===== src/srrw_pkg.sv =====
// shared constants and types for the selective-repeat receive window
`default_nettype none
package srrw_pkg;

	localparam int MAX_WINDOW = 16;
	localparam int SLOT_W     = (MAX_WINDOW > 1) ? $clog2(MAX_WINDOW) : 1;
	localparam int CNT_W      = $clog2(MAX_WINDOW + 1);

	localparam int SEQ_W  = 8;
	localparam int TAG_W  = 16;
	localparam int WS_W   = 5;
	localparam int CFG_W  = 8;

	// modulo unit: dividend and divisor cover max_seq + 1 = 256
	localparam int MOD_W      = SEQ_W + 1;
	localparam int MOD_STEPS  = 3;
	localparam int MOD_CYCLES = MOD_W / MOD_STEPS;
	localparam int MOD_CNT_W  = $clog2(MOD_CYCLES + 1);

	localparam logic CFG_WINDOW_SIZE = 1'b0;
	localparam logic CFG_MAX_SEQ     = 1'b1;

	typedef enum logic [1:0] {
		KIND_DELIVER = 2'd0,
		KIND_ACK     = 2'd1,
		KIND_NACK    = 2'd2
	} kind_t;

	typedef struct packed {
		logic [SEQ_W-1:0] seq_number;
		logic             crc_good;
		logic [TAG_W-1:0] frame_tag;
	} frame_t;

	typedef struct packed {
		kind_t            result_kind;
		logic [SEQ_W-1:0] result_number;
		logic [TAG_W-1:0] delivered_tag;
		logic             last_result;
	} result_t;

	typedef struct packed {
		logic             start;
		logic [MOD_W-1:0] dividend;
		logic [MOD_W-1:0] divisor;
	} mod_req_t;

	typedef struct packed {
		logic             done;
		logic [MOD_W-1:0] rem;
	} mod_rsp_t;

	typedef struct packed {
		logic              we;
		logic [SLOT_W-1:0] waddr;
		logic [TAG_W-1:0]  wdata;
		logic              re;
		logic [SLOT_W-1:0] raddr;
	} store_req_t;

endpackage
`default_nettype wire


===== src/selective_repeat_receive_window_unit.sv =====
// selective-repeat receive window: sequencer, marks, window edges and result register
// a rejected request frees the input with no result; an accepted one gives its last result
// after the results of its delivered frames, plus stalls; one request at a time, and the
// input is free again in the same cycle that the last result becomes valid; a remainder pass
// runs for the slot, then for slot, next_expected, window_upper
// reset clears marks and next_expected, arms nak, loads window 4, max_seq 7; window_upper = 4
`default_nettype none
module selective_repeat_receive_window_unit
	import srrw_pkg::*;
(
	input  wire logic             clk,
	input  wire logic             arst_n,
	input  wire logic             frame_valid,
	output logic                  frame_ready,
	input  wire frame_t           frame,
	output logic                  result_valid,
	input  wire logic             result_ready,
	output result_t               result,
	input  wire logic             cfg_we,
	input  wire logic             cfg_index,
	input  wire logic [CFG_W-1:0] cfg_data
);

	typedef enum logic [2:0] {
		ST_IDLE, ST_SLOT, ST_CHECK, ST_DSLOT, ST_ADV1, ST_ADV2, ST_EMIT, ST_FINAL
	} state_t;

	localparam logic [MOD_W-1:0] MAX_WIN_M = MOD_W'(MAX_WINDOW);

	state_t            state_q;
	logic [WS_W-1:0]   window_size_q;
	logic [SEQ_W-1:0]  max_seq_q;
	logic [MAX_WINDOW-1:0] marks_q;
	logic [SEQ_W-1:0]  ne_q;
	logic [SEQ_W-1:0]  wu_q;
	logic              nak_q;
	logic [CNT_W-1:0]  cnt_q;
	logic [SEQ_W-1:0]  seq_q;
	logic              good_q;
	logic [TAG_W-1:0]  tag_q;
	logic [SEQ_W-1:0]  ne_nxt_q;
	logic [SLOT_W-1:0] dslot_q;
	logic              result_valid_q;
	result_t           result_q;

	mod_req_t          mod_req;
	mod_rsp_t          mod_rsp;
	store_req_t        st_req;
	logic [TAG_W-1:0]  st_rdata;

	logic [MOD_W-1:0]  w_eff;
	logic [MOD_W-1:0]  modulus;
	logic [SLOT_W-1:0] rem_slot;
	logic              accept_in;
	logic              out_free;
	logic              take_frame;
	logic              more_deliver;

	function automatic logic in_window(input logic [SEQ_W-1:0] a, input logic [SEQ_W-1:0] b,
		input logic [SEQ_W-1:0] c);
		return ((a <= b) && (b < c)) || ((c < a) && (a <= b)) || ((b < c) && (c < a));
	endfunction

	always_comb begin
		w_eff = {{(MOD_W-WS_W){1'b0}}, window_size_q};
		if (window_size_q == '0) begin
			w_eff = MOD_W'(1);
		end else if (w_eff > MAX_WIN_M) begin
			w_eff = MAX_WIN_M;
		end
	end

	assign modulus      = {1'b0, max_seq_q} + MOD_W'(1);
	assign rem_slot     = mod_rsp.rem[SLOT_W-1:0];
	assign frame_ready  = (state_q == ST_IDLE);
	assign accept_in    = frame_valid && frame_ready;
	assign out_free     = !result_valid_q || result_ready;
	assign take_frame   = good_q && !marks_q[rem_slot] && in_window(ne_q, seq_q, wu_q);
	assign more_deliver = marks_q[rem_slot] && (cnt_q < CNT_W'(MAX_WINDOW));

	always_comb begin
		mod_req = '0;
		st_req  = '0;
		st_req.waddr = rem_slot;
		st_req.wdata = tag_q;
		st_req.raddr = rem_slot;
		unique case (state_q)
			ST_IDLE: begin
				mod_req.start    = accept_in;
				mod_req.dividend = {1'b0, frame.seq_number};
				mod_req.divisor  = w_eff;
			end
			ST_SLOT: begin
				st_req.we = mod_rsp.done && take_frame;
			end
			ST_CHECK: begin
				mod_req.start    = 1'b1;
				mod_req.dividend = {1'b0, ne_q};
				mod_req.divisor  = w_eff;
			end
			ST_DSLOT: begin
				mod_req.start    = mod_rsp.done && more_deliver;
				mod_req.dividend = {1'b0, ne_q} + MOD_W'(1);
				mod_req.divisor  = modulus;
				st_req.re        = mod_rsp.done && more_deliver;
			end
			ST_ADV1: begin
				mod_req.start    = mod_rsp.done;
				mod_req.dividend = {1'b0, wu_q} + MOD_W'(1);
				mod_req.divisor  = modulus;
			end
			ST_ADV2, ST_EMIT, ST_FINAL: begin
			end
			default: begin
			end
		endcase
	end

	srrw_mod u_mod (
		.clk    (clk),
		.arst_n (arst_n),
		.req    (mod_req),
		.rsp    (mod_rsp)
	);

	srrw_store u_store (
		.clk   (clk),
		.req   (st_req),
		.rdata (st_rdata)
	);

	always_ff @(posedge clk or negedge arst_n) begin
		if (!arst_n) begin
			state_q        <= ST_IDLE;
			window_size_q  <= WS_W'(4);
			max_seq_q      <= SEQ_W'(7);
			marks_q        <= '0;
			ne_q           <= '0;
			wu_q           <= SEQ_W'(4);
			nak_q          <= 1'b1;
			cnt_q          <= '0;
			ne_nxt_q       <= '0;
			dslot_q        <= '0;
			result_valid_q <= 1'b0;
			result_q       <= '0;
		end else begin
			if (cfg_we) begin
				unique case (cfg_index)
					CFG_WINDOW_SIZE: window_size_q <= cfg_data[WS_W-1:0];
					CFG_MAX_SEQ:     max_seq_q     <= cfg_data;
					default: begin
					end
				endcase
			end
			if (result_valid_q && result_ready) begin
				result_valid_q <= 1'b0;
			end
			unique case (state_q)
				ST_IDLE: begin
					if (accept_in) begin
						state_q <= ST_SLOT;
					end
				end
				ST_SLOT: begin
					if (mod_rsp.done) begin
						if (take_frame) begin
							marks_q[rem_slot] <= 1'b1;
							cnt_q             <= '0;
							state_q           <= ST_CHECK;
						end else begin
							state_q <= ST_IDLE;
						end
					end
				end
				ST_CHECK: begin
					state_q <= ST_DSLOT;
				end
				ST_DSLOT: begin
					if (mod_rsp.done) begin
						dslot_q <= rem_slot;
						state_q <= more_deliver ? ST_ADV1 : ST_FINAL;
					end
				end
				ST_ADV1: begin
					if (mod_rsp.done) begin
						ne_nxt_q <= mod_rsp.rem[SEQ_W-1:0];
						state_q  <= ST_ADV2;
					end
				end
				ST_ADV2: begin
					if (mod_rsp.done) begin
						state_q <= ST_EMIT;
					end
				end
				ST_EMIT: begin
					if (out_free) begin
						result_valid_q         <= 1'b1;
						result_q.result_kind   <= KIND_DELIVER;
						result_q.result_number <= ne_q;
						result_q.delivered_tag <= st_rdata;
						result_q.last_result   <= 1'b0;
						marks_q[dslot_q]       <= 1'b0;
						nak_q                  <= 1'b1;
						ne_q                   <= ne_nxt_q;
						wu_q                   <= mod_rsp.rem[SEQ_W-1:0];
						cnt_q                  <= cnt_q + 1'b1;
						state_q                <= ST_CHECK;
					end
				end
				ST_FINAL: begin
					if (out_free) begin
						result_valid_q         <= 1'b1;
						result_q.result_number <= ne_q;
						result_q.delivered_tag <= '0;
						result_q.last_result   <= 1'b1;
						if (in_window(ne_q, seq_q, wu_q) && nak_q) begin
							result_q.result_kind <= KIND_NACK;
							nak_q                <= 1'b0;
						end else begin
							result_q.result_kind <= KIND_ACK;
						end
						state_q <= ST_IDLE;
					end
				end
				default: begin
					state_q <= ST_IDLE;
				end
			endcase
		end
	end

	// latched frame header
	always_ff @(posedge clk) begin
		if (accept_in) begin
			seq_q  <= frame.seq_number;
			good_q <= frame.crc_good;
			tag_q  <= frame.frame_tag;
		end
	end

	assign result_valid = result_valid_q;
	assign result       = result_q;

endmodule
`default_nettype wire


===== src/srrw_mod.sv =====
// iterative remainder unit, three restoring steps per cycle
`default_nettype none
module srrw_mod
	import srrw_pkg::*;
(
	input  wire logic     clk,
	input  wire logic     arst_n,
	input  wire mod_req_t req,
	output mod_rsp_t      rsp
);

	logic                 busy_q;
	logic                 done_q;
	logic [MOD_CNT_W-1:0] cnt_q;
	logic [MOD_W-1:0]     num_q;
	logic [MOD_W-1:0]     den_q;
	logic [MOD_W-1:0]     rem_q;
	logic [MOD_W-1:0]     rem_next;
	logic [MOD_W-1:0]     num_next;

	always_comb begin
		logic [MOD_W:0]   t;
		logic [MOD_W-1:0] r;
		logic [MOD_W-1:0] n;
		r = rem_q;
		n = num_q;
		for (int i = 0; i < MOD_STEPS; i++) begin
			t = {r, n[MOD_W-1]};
			n = {n[MOD_W-2:0], 1'b0};
			if (t >= {1'b0, den_q}) begin
				t = t - {1'b0, den_q};
			end
			r = t[MOD_W-1:0];
		end
		rem_next = r;
		num_next = n;
	end

	always_ff @(posedge clk or negedge arst_n) begin
		if (!arst_n) begin
			busy_q <= 1'b0;
			done_q <= 1'b0;
			cnt_q  <= '0;
		end else begin
			done_q <= 1'b0;
			if (req.start) begin
				busy_q <= 1'b1;
				cnt_q  <= MOD_CNT_W'(MOD_CYCLES);
			end else if (busy_q) begin
				cnt_q <= cnt_q - 1'b1;
				if (cnt_q == MOD_CNT_W'(1)) begin
					busy_q <= 1'b0;
					done_q <= 1'b1;
				end
			end
		end
	end

	always_ff @(posedge clk) begin
		if (req.start) begin
			rem_q <= '0;
			num_q <= req.dividend;
			den_q <= req.divisor;
		end else if (busy_q) begin
			rem_q <= rem_next;
			num_q <= num_next;
		end
	end

	assign rsp.done = done_q;
	assign rsp.rem  = rem_q;

endmodule
`default_nettype wire


===== src/srrw_store.sv =====
// frame tag memory, one write and one registered read port
`default_nettype none
module srrw_store
	import srrw_pkg::*;
(
	input  wire logic       clk,
	input  wire store_req_t req,
	output logic [TAG_W-1:0] rdata
);

	logic [TAG_W-1:0] mem [MAX_WINDOW];

	always_ff @(posedge clk) begin
		if (req.we) begin
			mem[req.waddr] <= req.wdata;
		end
		if (req.re) begin
			rdata <= mem[req.raddr];
		end
	end

endmodule
`default_nettype wire


===== config.mk =====
export PLATFORM = sky130hd
export DESIGN_NAME = selective_repeat_receive_window_unit
export DESIGN_NICKNAME = d
export VERILOG_FILES = /design/src/srrw_pkg.sv /design/src/selective_repeat_receive_window_unit.sv /design/src/srrw_mod.sv /design/src/srrw_store.sv
export SDC_FILE = /design/constraint.sdc
export NUM_CORES = 1
export LEC_CHECK = 0
export BUFFER_PORTS_ARGS = -buffer_cell sky130_fd_sc_hd__buf_2
export CAP_MARGIN = 20
export CORE_ASPECT_RATIO = 0.75
export CORE_MARGIN = 4
export CORE_UTILIZATION = 40
export CTS_BUF_LIST = sky130_fd_sc_hd__clkbuf_8
export DETAILED_ROUTE_END_ITERATION = 6
export GPL_TIMING_DRIVEN = 0
export HOLD_SLACK_MARGIN = 0.05
export SYNTH_ARGS = -nofsm -noshare
export SYNTH_HDL_FRONTEND = slang
export SYNTH_SLANG_ARGS = --single-unit

===== constraint.sdc =====
create_clock -name clk -period 5.5 [get_ports clk]
set_input_delay 0.825 -clock clk [delete_from_list [all_inputs] [get_ports clk]]
set_output_delay 0.825 -clock clk [all_outputs]
set_load 0.02 [all_outputs]

* Word level (Yosys, flattened, before mapping)
Memories as Yosys holds them, arrays and structs flattened. A register that Yosys moved wholly into a read port is not among the register bits.
Cells that the tools add are included.
W data, S select, Z words.
** Word-level totals
- Memory bits (writable) :: 256
- Memories :: 1
- Bits in registers :: 150
** Operators by class
- Order comparisons :: 12
- Add/sub/neg operators :: 8
- Equality and inequality tests :: 17
- Mux-type cells :: 55
- Bitwise gates (word level) :: 4
- Reduce and logical (&&, ||, !) cells :: 33
** Memories
- u_store.mem :: words 16, width 16, read ports 1, clocked after memory_dff 1, wr ports 1, RTL line srrw_store.sv:11 : logic [TAG_W-1:0] mem [MAX_WINDOW];
** Operators by type and width (number)
- $pmux W19 S4 :: 1
- $mux W27 :: 2
- $mux W9 :: 6
- $pmux W27 S2 :: 1
- $mux W16 :: 3
- $pmux W16 S2 :: 1
- $ge A10 B9 Y1 :: 3
- $add A8 B1 Y9 const B :: 3
- $sub A9 B9 Y9 :: 3
- $pmux W3 S8 :: 1
- $mux W3 :: 7
- $mux W5 :: 4
- $mux W1 :: 19
- $and A16 B16 Y16 :: 1
- $lt A8 B8 Y1 :: 2
- $not A16 Y16 :: 1
- $or A16 B16 Y16 :: 1
- $logic_and A1 B1 Y1 :: 13
- $eq A3 B3 Y1 const B :: 4
- $lt A4 B5 Y1 const B :: 2
- $mux W2 :: 5
- $ne A2 B1 Y1 const B :: 5
- $pmux W5 S2 :: 1
- $reduce_and A2 Y1 :: 5
- other kinds (23) :: 35

* Depth between registers and ports, before layout
Gate-level depths: netlist of the first run.
- Depth after elaboration :: 9
- Depth in mapped cells :: 27
- Depth with buffers taken out :: 25

* By module
From an unflattened synthesis of the first run, not the netlist that was laid out.
** Second synthesis, totals
- Cells, all modules :: 1272
- Area total of the unflattened synthesis :: 18784.3 um^2
** Modules (own cells, without submodules)
- srrw_store :: area an instance 10203.5 um^2, instances 1, cells each 432, seq. area each 8167.8 um^2
- selective_repeat_receive_window_unit :: area an instance 5914.4 um^2, instances 1, cells each 558, seq. area each 3110.5 um^2
- srrw_mod :: area an instance 2666.3 um^2, instances 1, cells each 282, seq. area each 820.8 um^2

* Worst setup path after synthesis of the first run
No wires, ideal clock.
- Kind :: reg2reg
- From :: register u_mod.num_q[8]
- To :: register u_mod.rem_q[0]
- Path slack :: -0.149 ns
- Stages on the path, launching flop included :: 27
- Arrival :: 5.580 ns
- Cell sequence :: edfxtp_1 inv_1 ha_1 inv_1 fa_1 a21oi_1 o221ai_1 a21o_1 buf_1 nor2_1 a21oi_1 ha_1 a21oi_1 o21ai_0 o21ai_0 o211ai_1 clkbuf_1 mux2_2 ha_1 a211oi_1 o21ai_0 a31oi_1 nor2b_1 nor3_1 o211a_1 mux2_2 a21oi_1
** On the way
- Cells in the longest elaborated chain, start to end :: 6
** RTL lines
- from (decl) :: RTL line srrw_mod.sv:15 : logic [MOD_W-1:0] num_q;
- from (signal assigned) :: RTL line srrw_mod.sv:62 : num_q <= req.dividend;
- from (signal assigned) :: RTL line srrw_mod.sv:66 : num_q <= num_next;
- $sub A9 B9 Y9 or $ge A10 B9 Y1 (tied branches) :: RTL line srrw_mod.sv:31, srrw_mod.sv:30
- $mux W9 (*) :: RTL line srrw_mod.sv:30 : if (t >= {1'b0, den_q}) begin
- $sub A9 B9 Y9 or $ge A10 B9 Y1 (tied branches) :: RTL line srrw_mod.sv:31, srrw_mod.sv:30
- $mux W9 (*) :: RTL line srrw_mod.sv:30
- $ge A10 B9 Y1 (*) :: RTL line srrw_mod.sv:30
- $mux W9 (*) :: RTL line srrw_mod.sv:30
- to (signal assigned) :: RTL line srrw_mod.sv:65 : rem_q <= rem_next;
- to (decl) :: RTL line srrw_mod.sv:17 : logic [MOD_W-1:0] rem_q;
Mark *: on every way between the ends. The rest lies on a longest branch, timed or not.
A chain may end at the register's enable or synchronous reset.

* Worst setup path in the final report of the first run
Ends and elaborated chain as after synthesis.

==> results of run 1 <==
## metrics by stage
stage / hold slack (ns) / setup slack [ns] / area, um^2 / std cells / total power, mW
finish: 0.2837 / -0.01034 / 21920 / 2083 / 14.29
global route: 0.3178 / -0.2794 / 21920 / 2083 / 15.30
CTS: 0.2795 / 0.006043 / 21780 / 2076 / 13.97
detailed placement: 0.4503 / -0.8968 / 20070 / 1926 / 10.14
global placement: 0.4489 / -0.9013 / 19650 / 1904 / 10.06
floorplan: 0.4460 / 0.04014 / 18570 / 1242 / 8.633
## kinds of logic after synthesis
family / count (synthesis) / share of synthesized area (%)
flops: 422 / 65.20
simple gates: 287 / 7.302
compound gates: 206 / 6.695
mux: 136 / 13.26
buf+inv: 104 / 2.184
fa+ha+maj: 56 / 3.897
xor+xnor: 31 / 1.463
## sequential cells by signal, indices dropped and copies added, names as in the netlist, 2 cells and up
signal and cells:
u_store.mem 256, result 27, marks_q 16, tag_q 16, u_store.rdata 16, u_mod.den_q 9
u_mod.num_q 9, u_mod.rem_q 9, max_seq_q 8, ne_nxt_q 8, ne_q 8, seq_q 8
wu_q 8, cnt_q 5, window_size_q 5, dslot_q 4, state_q 3, u_mod.cnt_q 2
## timing repair
action / CTS / global route
resized for setup: 33 / 15
setup buffers: 27 / 5
pin swaps: 17 / 20
endpoints found under the setup margin: 9 / 9
endpoints found under the hold margin: 0 / 0
## cell type report
cell class	instances	area [um^2]
clock buffer	78	1074
inverter	52	195.2
clock inverter	45	280.3
tap	595	744.5
sequential	422	12100
buffer	52	227.7
multi-input combinational	716	6319
timing repair buffer	123	982.2
fill	3972	24020
## cells in the mapped netlist, types with 12 or more instances
| library cell | number |
|---|---|
| edfxtp_1 | 315 |
| nand2_1 | 112 |
| dfrtp_1 | 92 |
| mux4_2 | 84 |
| o21ai_0 | 78 |
| nor2_1 | 63 |
| ha_1 | 53 |
| inv_1 | 51 |
| a21oi_1 | 42 |
| mux2_2 | 39 |
| clkbuf_1 | 33 |
| nand3_1 | 32 |
| xnor2_1 | 22 |
| nor3_1 | 18 |
| o21ai_1 | 14 |
| mux2i_1 | 13 |
| buf_1 | 12 |
| nand4_1 | 12 |
| nor2b_1 | 12 |
## power by group through the flow
stage	Clock [mW]	Combinational, mW	Sequential, mW
CTS	2.76	7.12	4.09
global placement	0	5.93	4.13
detailed placement	0	5.99	4.15
finish	2.68	7.51	4.09
global route	2.91	8.25	4.13
floorplan	0	4.51	4.13
## final timing paths
| kind | end | cells past startpoint | from | slack (ns) |
|---|---|---|---|---|
| min | result[8] | 1 | arst_n | 0.28 |
| max in group asynchronous | window_size_q[2] | 2 | arst_n | 4.42 |
| min in group clk | good_q | 1 | frame[16] | 0.39 |
| max reg2reg | u_mod.rem_q[0] | 25 | u_mod.num_q[8] | -0.01 |
| min reg2reg | result[14] | 2 | result[14] | 0.46 |
| max | u_mod.rem_q[0] | 25 | u_mod.num_q[8] | -0.01 |
## metal layers
layer	up-vias	share of wire, %	global-route usage [%]
met5	-	0.029	0
met3	53	8.2	4.520
met4	2	1.5	4.342
met1	5735	47	28.14
met2	407	43	26.27
li1	5154	-	-
==> results.cfg, run 1 <==
[outcome]
outcome = finished, violations left
failed_checks = negative setup slack

[power_and_ir_drop]
netSwitchingFraction_pct = 37.48
p_sw_mw = 5.354
power.density_nw_per_um2 = 651.7
ir_worst_vdd_uv = 529.3
seq_power_share_pct = 28.6
pwr-share-clk_pct = 18.8
p_leak_nw = 8.017
power_frac_comb_pct = 52.6
p_int_mw = 8.932

[detailed_routing]
wirelength_mm = 45.38
drt-wirelength-per-cell_um = 21.79
drt_iter0_markers = 1067
vias = 11350
routed_via_density = 5.449
drt-pass1-iter-count = 5
ant_nets = 0
drc_errors = 0

[timing]
min_period_ns = 5.510
rsz0062_at_grt = yes
tightest_slew_ns = 0.9996
finalSetupTns_ns = -0.01034
setup_viol = 1
timing.fmax_mhz = 181.5
period_share_pct = 100.2
slew_violations = 0
timing.final.ws_setup_ns = -0.01034
fin_worst_skew_ns = 0.04393
max_slew_margin_pct = 33.36
hold_viol = 0

[synthesis]
synthCells = 1242
ys.flop_type = edfxtp_1
synth_top_cells_by_area = edfxtp_1 (51%), dfrtp_1 (12%), mux4_2 (10%)
yosysTopAreaCell = edfxtp_1
yosysUniqueCellTypes = 63
synth_edf_count = 315
synth-seq-cells = 422
syn_nets = 1337
avgSynthCellArea_um2 = 14.94
synthDominantCellAreaShare_pct = 50.97
ys_warn_count = 0
async_flop_share_pct = 23.22
seq_area_frac_synth_pct = 65.20
syn_area_um2 = 18560

[place]
dp_hpwl_mm = 31.53
place.gp.congestion = 0.8852
portBuffers = 67

[critical_path]
path_class = flop to flop
cpPeakStageDelay_ns = 0.45
endpoint_kind = flop
crit_slowest_cell = edfxtp_1
cp-start-kind = flop
cp.required_ns = 6.00
worst-path-buf-inv = 4
crit_family = compound AO/OA/AOI/OAI gates
worst_path_most_repeated_cell = mux2_4
crit_arrival_ns = 6.01
crit_path_max_fanout = 8

[die]
dieArea_um2 = 49940
placementRows = 68
die_w_um = 256.7
initial_utilization_pct = 40.39
fp.coreArea_um2 = 45940
io_pins = 68
die_h_um = 194.5

[grt]
antenna_found_initial = 1
grt_pass1_wl_mm = 69.78
grt_overflow_total = 0
grt_max_degree = 51
grt_use_total_pct = 18.28
grt_pass1_vias = 11390

[clock_tree]
cts-root-buf = clkbuf_8
cts_buffers = 67
postCtsHoldBufs = 0
cts_buffer_depth = 3
clock_latency_ns = 0.61
h-tree-depth = 3
tritoncts = done
clk_pin_slew_worst_paths_ns = 0.06
numClockSinks = 422

[final_layout]
drive_gt1_share_pct = 27.89
area_growth_syn_to_layout_pct = 18.12
layout_common_cells = edfxtp_1 (315), nand2_1 (112), dfrtp_1 (92)
layout.nets = 1529
final_common_cell = edfxtp_1
postLayoutCoreUtil_pct = 47.71
diodes = 0

[hold_path]
hp-class = input port to asynchronous set/reset pin

[run]
cap_violations = 0
Note: power is estimated with default switching activity, not from simulation.
==> run 2, diff against run 1 <==
--- a/config.mk
+++ b/config.mk
@@ -9,11 +9,13 @@
 export CAP_MARGIN = 20
 export CORE_ASPECT_RATIO = 0.75
 export CORE_MARGIN = 4
-export CORE_UTILIZATION = 40
+export CORE_UTILIZATION = 58
 export CTS_BUF_LIST = sky130_fd_sc_hd__clkbuf_8
 export DETAILED_ROUTE_END_ITERATION = 6
 export GPL_TIMING_DRIVEN = 0
 export HOLD_SLACK_MARGIN = 0.05
+export PLACE_DENSITY = 0.78
 export SYNTH_ARGS = -nofsm -noshare
 export SYNTH_HDL_FRONTEND = slang
+export SYNTH_HIERARCHICAL = 1
 export SYNTH_SLANG_ARGS = --single-unit
==> results.cfg, run 2 <==
[die]
die_w_um = 215.8
io_pins = 68
fp.coreArea_um2 = 31600
placementRows = 56
die_h_um = 163.9
dieArea_um2 = 35360
initial_utilization_pct = 59.44

[final_layout]
largest_register = u_store/mem
largest_reg_flops = 256
layout_common_cells = edfxtp_1 (315), nand2_1 (107), dfrtp_1 (92)
stdcell_count = 1929
final_common_cell = edfxtp_1
fillers = 2064
layout.nets = 1545
postLayoutCoreUtil_pct = 68.57
fin_area_um2 = 21670
area_growth_syn_to_layout_pct = 15.35
drive_gt1_share_pct = 26.46

[synthesis]
synthCells = 1272
synth.most_common_cell = edfxtp_1
syn_nets = 1367
ys.flop_type = edfxtp_1
yosysTopAreaCell = edfxtp_1
ys_warn_count = 6
synth_top_cells_by_area = edfxtp_1 (50%), dfrtp_1 (12%), mux4_2 (6.8%)
synth_edf_count = 315
synth-seq-cells = 422
avgSynthCellArea_um2 = 14.77
async_flop_share_pct = 23.22
synthDominantCellAreaShare_pct = 50.36
yosysUniqueCellTypes = 74
seq_area_frac_synth_pct = 64.41
synthTopCellsByCount = edfxtp_1 (315), nand2_1 (108), dfrtp_1 (92)
syn_area_um2 = 18780

[run]
cap_violations = 0

[critical_path]
rr_startpoint = u_mod/num_q[8]
reg2reg_depth = 29
endpoint_kind = flop
cpPeakStageDelay_ns = 0.47
worst-path-buf-inv = 6
crit_slowest_cell = edfxtp_1
rr_endpoint = u_mod/rem_q[0]
cp-start-kind = flop
cp.required_ns = 6.02
rrSetupSlack_ns = -0.14
crit_path_max_fanout = 7
crit_family = compound AO/OA/AOI/OAI gates
path_class = flop to flop
crit_arrival_ns = 6.16

[grt]
grt_max_degree = 70
grt_overflow_total = 0
antenna_found_initial = 1
grt_pass1_vias = 11940
grt_pass1_wl_mm = 67.79
grt_use_total_pct = 24.93

[timing]
setup_viol = 9
hold_viol = 0
timing.fmax_mhz = 177.2
tightest_slew_ns = 1.047
rsz0062_at_grt = yes
timing.final.ws_setup_ns = -0.1435
slew_violations = 0
max_slew_margin_pct = 29.85
fin_worst_skew_ns = 0.03612
period_share_pct = 102.6
min_period_ns = 5.643

[place]
dp.cells = 1792
place.gp.congestion = 0.9287
portBuffers = 67
dp_hpwl_mm = 29.86
dpl_cell_area_um2 = 19990

[clock_tree]
cts_buffers = 60
clock_latency_ns = 0.64
cts-root-buf = clkbuf_8
numClockSinks = 422
cts_buffer_depth = 3
h-tree-depth = 2
clk_pin_slew_worst_paths_ns = 0.07
tritoncts = done

[detailed_routing]
routed_via_density = 6.132
drt-pass1-iter-count = 7
vias = 11830
drt_iter0_markers = 1333
ant_nets = 0
wirelength_mm = 43.90
drt-wirelength-per-cell_um = 22.76
drc_errors = 0

[outcome]
outcome = finished, violations left
failed_checks = negative setup slack

[hold_path]
hp-class = input port to asynchronous set/reset pin
[run 2: cell count changes after synthesis, sizes merged, moves of 7 or more]
| cell | before | now |
|---|---|---|
| a22oi | 3 | 34 |
| o21ai | 92 | 65 |
| a22o | 0 | 17 |
| mux4 | 84 | 67 |
| nand4 | 13 | 21 |
| o2bb2ai | 1 | 9 |
| a211oi | 6 | 13 |
| a31oi | 9 | 2 |
| buf | 18 | 25 |
| mux2i | 13 | 20 |
| nand3 | 32 | 25 |
[run 2: how the worst max path moves through the flow]
stage,startpoint,cells past startpoint,to
2_1_floorplan,u_mod/num_q[8],30,u_mod/rem_q[7]
3_3_place_gp,u_mod/rem_q[1],27,u_mod/rem_q[6]
3_5_place_dp,u_mod/rem_q[1],27,u_mod/rem_q[7]
4_1_cts,u_mod/num_q[8],29,u_mod/rem_q[7]
5_1_grt,u_mod/num_q[8],30,u_mod/rem_q[6]
6_report,u_mod/num_q[8],29,u_mod/rem_q[0]
[run 2: what timing repair did]
item	in CTS	in global routing
gates resized for setup	40	23
cloned	1	0
buffers inserted	23	8
hold buffers	0	0
pin swaps	30	23
endpoints found under the setup margin	9	9
[run 2: area by class of cell]
cell class                      count  area, um^2  share of cell area (%)
Antenna cell                        1       2.502                 0.01155
Buffer                             57       305.3                   1.409
Sequential cell                   422       12110                   55.88
Timing Repair Buffer              117       835.8                   3.857
Clock buffer                       67       922.1                   4.256
Multi-Input combinational cell    739        6535                   30.16
Tap cell                          435       544.3                   2.512
Inverter                           53       198.9                  0.9182
Clock inverter                     38       216.5                  0.9990
[run 2: through the flow]
stage	setup slack [ns]	setup TNS, ns	hold WS (ns)
finish	-0.1435	-0.9706	0.1418
global route	-0.3288	-2.454	0.1568
CTS	-0.06531	-0.2980	0.1156
detailed placement	-1.023	-8.330	0.4485
global placement	-0.7892	-24.38	0.4457
floorplan	0.04897	0	0.4428
[run 2: cell families (layout without fill, tap and decap cells)]
| group | count (synthesis) | count (layout) | share of synthesized area, % |
|---|---|---|---|
| xor+xnor | 32 | 32 | 1.492 |
| mux | 124 | 124 | 11.52 |
| buf+inv | 111 | 332 | 2.744 |
| other cells | 0 | 1 | 0 |
| simple gates | 293 | 293 | 7.567 |
| flops | 422 | 422 | 64.41 |
| compound gates | 233 | 233 | 8.359 |
| fa+ha+maj | 57 | 57 | 3.910 |
[run 2: layer usage]
metal	global-route usage, %	part of all wire (%)	up-vias
met4	6.321	2.0	2
li1	-	-	5272
met5	0	0.030	-
met1	37.05	43	5907
met3	6.898	10	71
met2	37.12	44	577
Power of run 2 is not shown: default switching activity piles up to over one toggle a cycle in this logic, so the estimate is an artifact.
==> run 3, diff against run 2 <==
--- a/config.mk
+++ b/config.mk
@@ -7,14 +7,17 @@
 export LEC_CHECK = 0
 export BUFFER_PORTS_ARGS = -buffer_cell sky130_fd_sc_hd__buf_2
 export CAP_MARGIN = 20
+export CELL_PAD_IN_SITES_DETAIL_PLACEMENT = 0
+export CELL_PAD_IN_SITES_GLOBAL_PLACEMENT = 1
 export CORE_ASPECT_RATIO = 0.75
 export CORE_MARGIN = 4
-export CORE_UTILIZATION = 58
+export CORE_UTILIZATION = 49
 export CTS_BUF_LIST = sky130_fd_sc_hd__clkbuf_8
 export DETAILED_ROUTE_END_ITERATION = 6
 export GPL_TIMING_DRIVEN = 0
 export HOLD_SLACK_MARGIN = 0.05
-export PLACE_DENSITY = 0.78
+export PLACE_DENSITY_LB_ADDON = 0.1
+export SLEW_MARGIN = 5
 export SYNTH_ARGS = -nofsm -noshare
 export SYNTH_HDL_FRONTEND = slang
 export SYNTH_HIERARCHICAL = 1
==> results.cfg, run 3 (synthesized netlist as in run 2, its figures left out) <==
[outcome]
outcome = finished, violations left
failed_checks = negative setup slack

[timing]
timing.fmax_mhz = 180.6
min_period_ns = 5.538
max_slew_margin_pct = 24.71
whs_ns = 0.1881
tightest_slew_ns = 1.119
hold_viol = 0
setup_viol = 3
period_share_pct = 100.7
timing.final.ws_setup_ns = -0.03799
fin_worst_skew_ns = 0.03221
slew_violations = 0
rsz0062_at_grt = yes

[detailed_routing]
wirelength_mm = 44.99
ant_nets = 0
drt_iter0_markers = 989
drt-wirelength-per-cell_um = 22.34
routed_via_density = 5.732
drt-pass1-iter-count = 6
vias = 11550
drc_errors = 0

[critical_path]
rr_endpoint = u_mod/rem_q[5]
crit_path_max_fanout = 7
endpoint_kind = flop
crit_arrival_ns = 6.03
rr_startpoint = u_mod/num_q[8]
path_class = flop to flop
rrSetupSlack_ns = -0.04
cp.required_ns = 5.99
worst-path-buf-inv = 5
cp-start-kind = flop
reg2reg_depth = 29
crit_slowest_cell = edfxtp_1
cpPeakStageDelay_ns = 0.44
crit_family = compound AO/OA/AOI/OAI gates

[grt]
grt_use_total_pct = 22.11
gr-usage-met3_pct = 4.990
grt_overflow_total = 0
grtUsageMet2_pct = 30.06
grt_pass1_vias = 11300
grt_max_degree = 63
grt.busiest_layer = met1
grt_pass1_wl_mm = 68.81
antenna_found_initial = 0
use_met1_pct = 36.16

[place]
place_ws_ns = -1.139
dp_hpwl_mm = 31.33
portBuffers = 67
place.gp.congestion = 0.8651
dp.cells = 1863

[die]
dieArea_um2 = 41560
fp.coreArea_um2 = 37470
io_pins = 68
placementRows = 61
die_w_um = 234.1
initial_utilization_pct = 50.13
die_h_um = 177.6

[clock_tree]
numClockSinks = 422
tritoncts = done
clock_latency_ns = 0.61
clk_pin_slew_worst_paths_ns = 0.06
cts-root-buf = clkbuf_8
cts_buffers = 66
h-tree-depth = 3
cts_buffer_depth = 3

[final_layout]
largest_register = u_store/mem
layout.nets = 1550
area_growth_syn_to_layout_pct = 16.45
largest_reg_flops = 256
stdcell_count = 2014
final_common_cell = edfxtp_1
layout_common_cells = edfxtp_1 (315), nand2_1 (107), dfrtp_1 (92)
drive_gt1_share_pct = 26.53

[hold_path]
hp-class = input port to asynchronous set/reset pin

[run]
cap_violations = 0
-- run 3: changes by cell type in the layout (fill, tap and decap cells not counted), moves of 2 or more --
cell,before,now
clkinvlp_4,4,2
o21ai_0,57,54
clkbuf_8,68,73
inv_6,0,2
buf_8,11,8
o21ai_1,2,5
buf_6,14,16
mux2i_2,2,0
clkinv_1,5,8
inv_1,73,79
-- run 3: area by class of cell --
type	count	area, um^2
timing repair buffer	116	835.8
tap	504	630.6
antenna	2	5.005
fill	3018	15600
inverter	53	198.9
sequential	422	12110
clock buffer	72	991.0
buffer	57	305.3
clock inverter	49	269.0
multi-input combinational	739	6531
-- run 3: worst max-delay path by stage --
stage | start | to | cells after the start
final | u_mod/num_q[8] | u_mod/rem_q[5] | 29
after global routing | u_mod/num_q[8] | u_mod/rem_q[5] | 29
after CTS | u_mod/num_q[8] | u_mod/rem_q[6] | 29
after detailed placement | u_mod/rem_q[1] | u_mod/rem_q[7] | 27
after global placement | u_mod/rem_q[1] | u_mod/rem_q[3] | 24
after floorplan | u_mod/num_q[8] | u_mod/rem_q[7] | 30
-- run 3: through the flow --
stage / util [%] / setup TNS, ns / instance area, um^2
finish: 58.37 / -0.05292 / 21870
global route: 58.36 / -2.076 / 21870
CTS: 58.03 / 0 / 21750
detailed placement: 53.60 / -9.953 / 20090
global placement: 52.73 / -41.87 / 19760
floorplan: - / 0 / 18790
-- run 3: worst reg2reg max path, delay by kind of cell, from the launching register on --
family	cells	cell delay, ns
buf+inv	5	0.49
mux	1	0.13
fa+ha+maj	4	0.98
compound gates	16	2.84
flops	1	0.44
simple gates	3	0.58
-- run 3: layer usage --
| metal | vias up | wire length [um] |
|---|---|---|
| met5 | - | 0 |
| met4 | 0 | 671 |
| met3 | 56 | 3630 |
| met2 | 370 | 18720 |
| met1 | 5836 | 21970 |
| li1 | 5283 | - |
-- run 3: repair_timing --
item | CTS | global route
pin swaps | 28 | 23
endpoints found under the hold margin | 0 | 0
hold buffers | 0 | 0
gates cloned | 1 | 0
buffers inserted | 22 | 6
resized for setup | 52 | 13
endpoints found under the setup margin | 9 | 9
Power of run 3 is left out for the same reason.
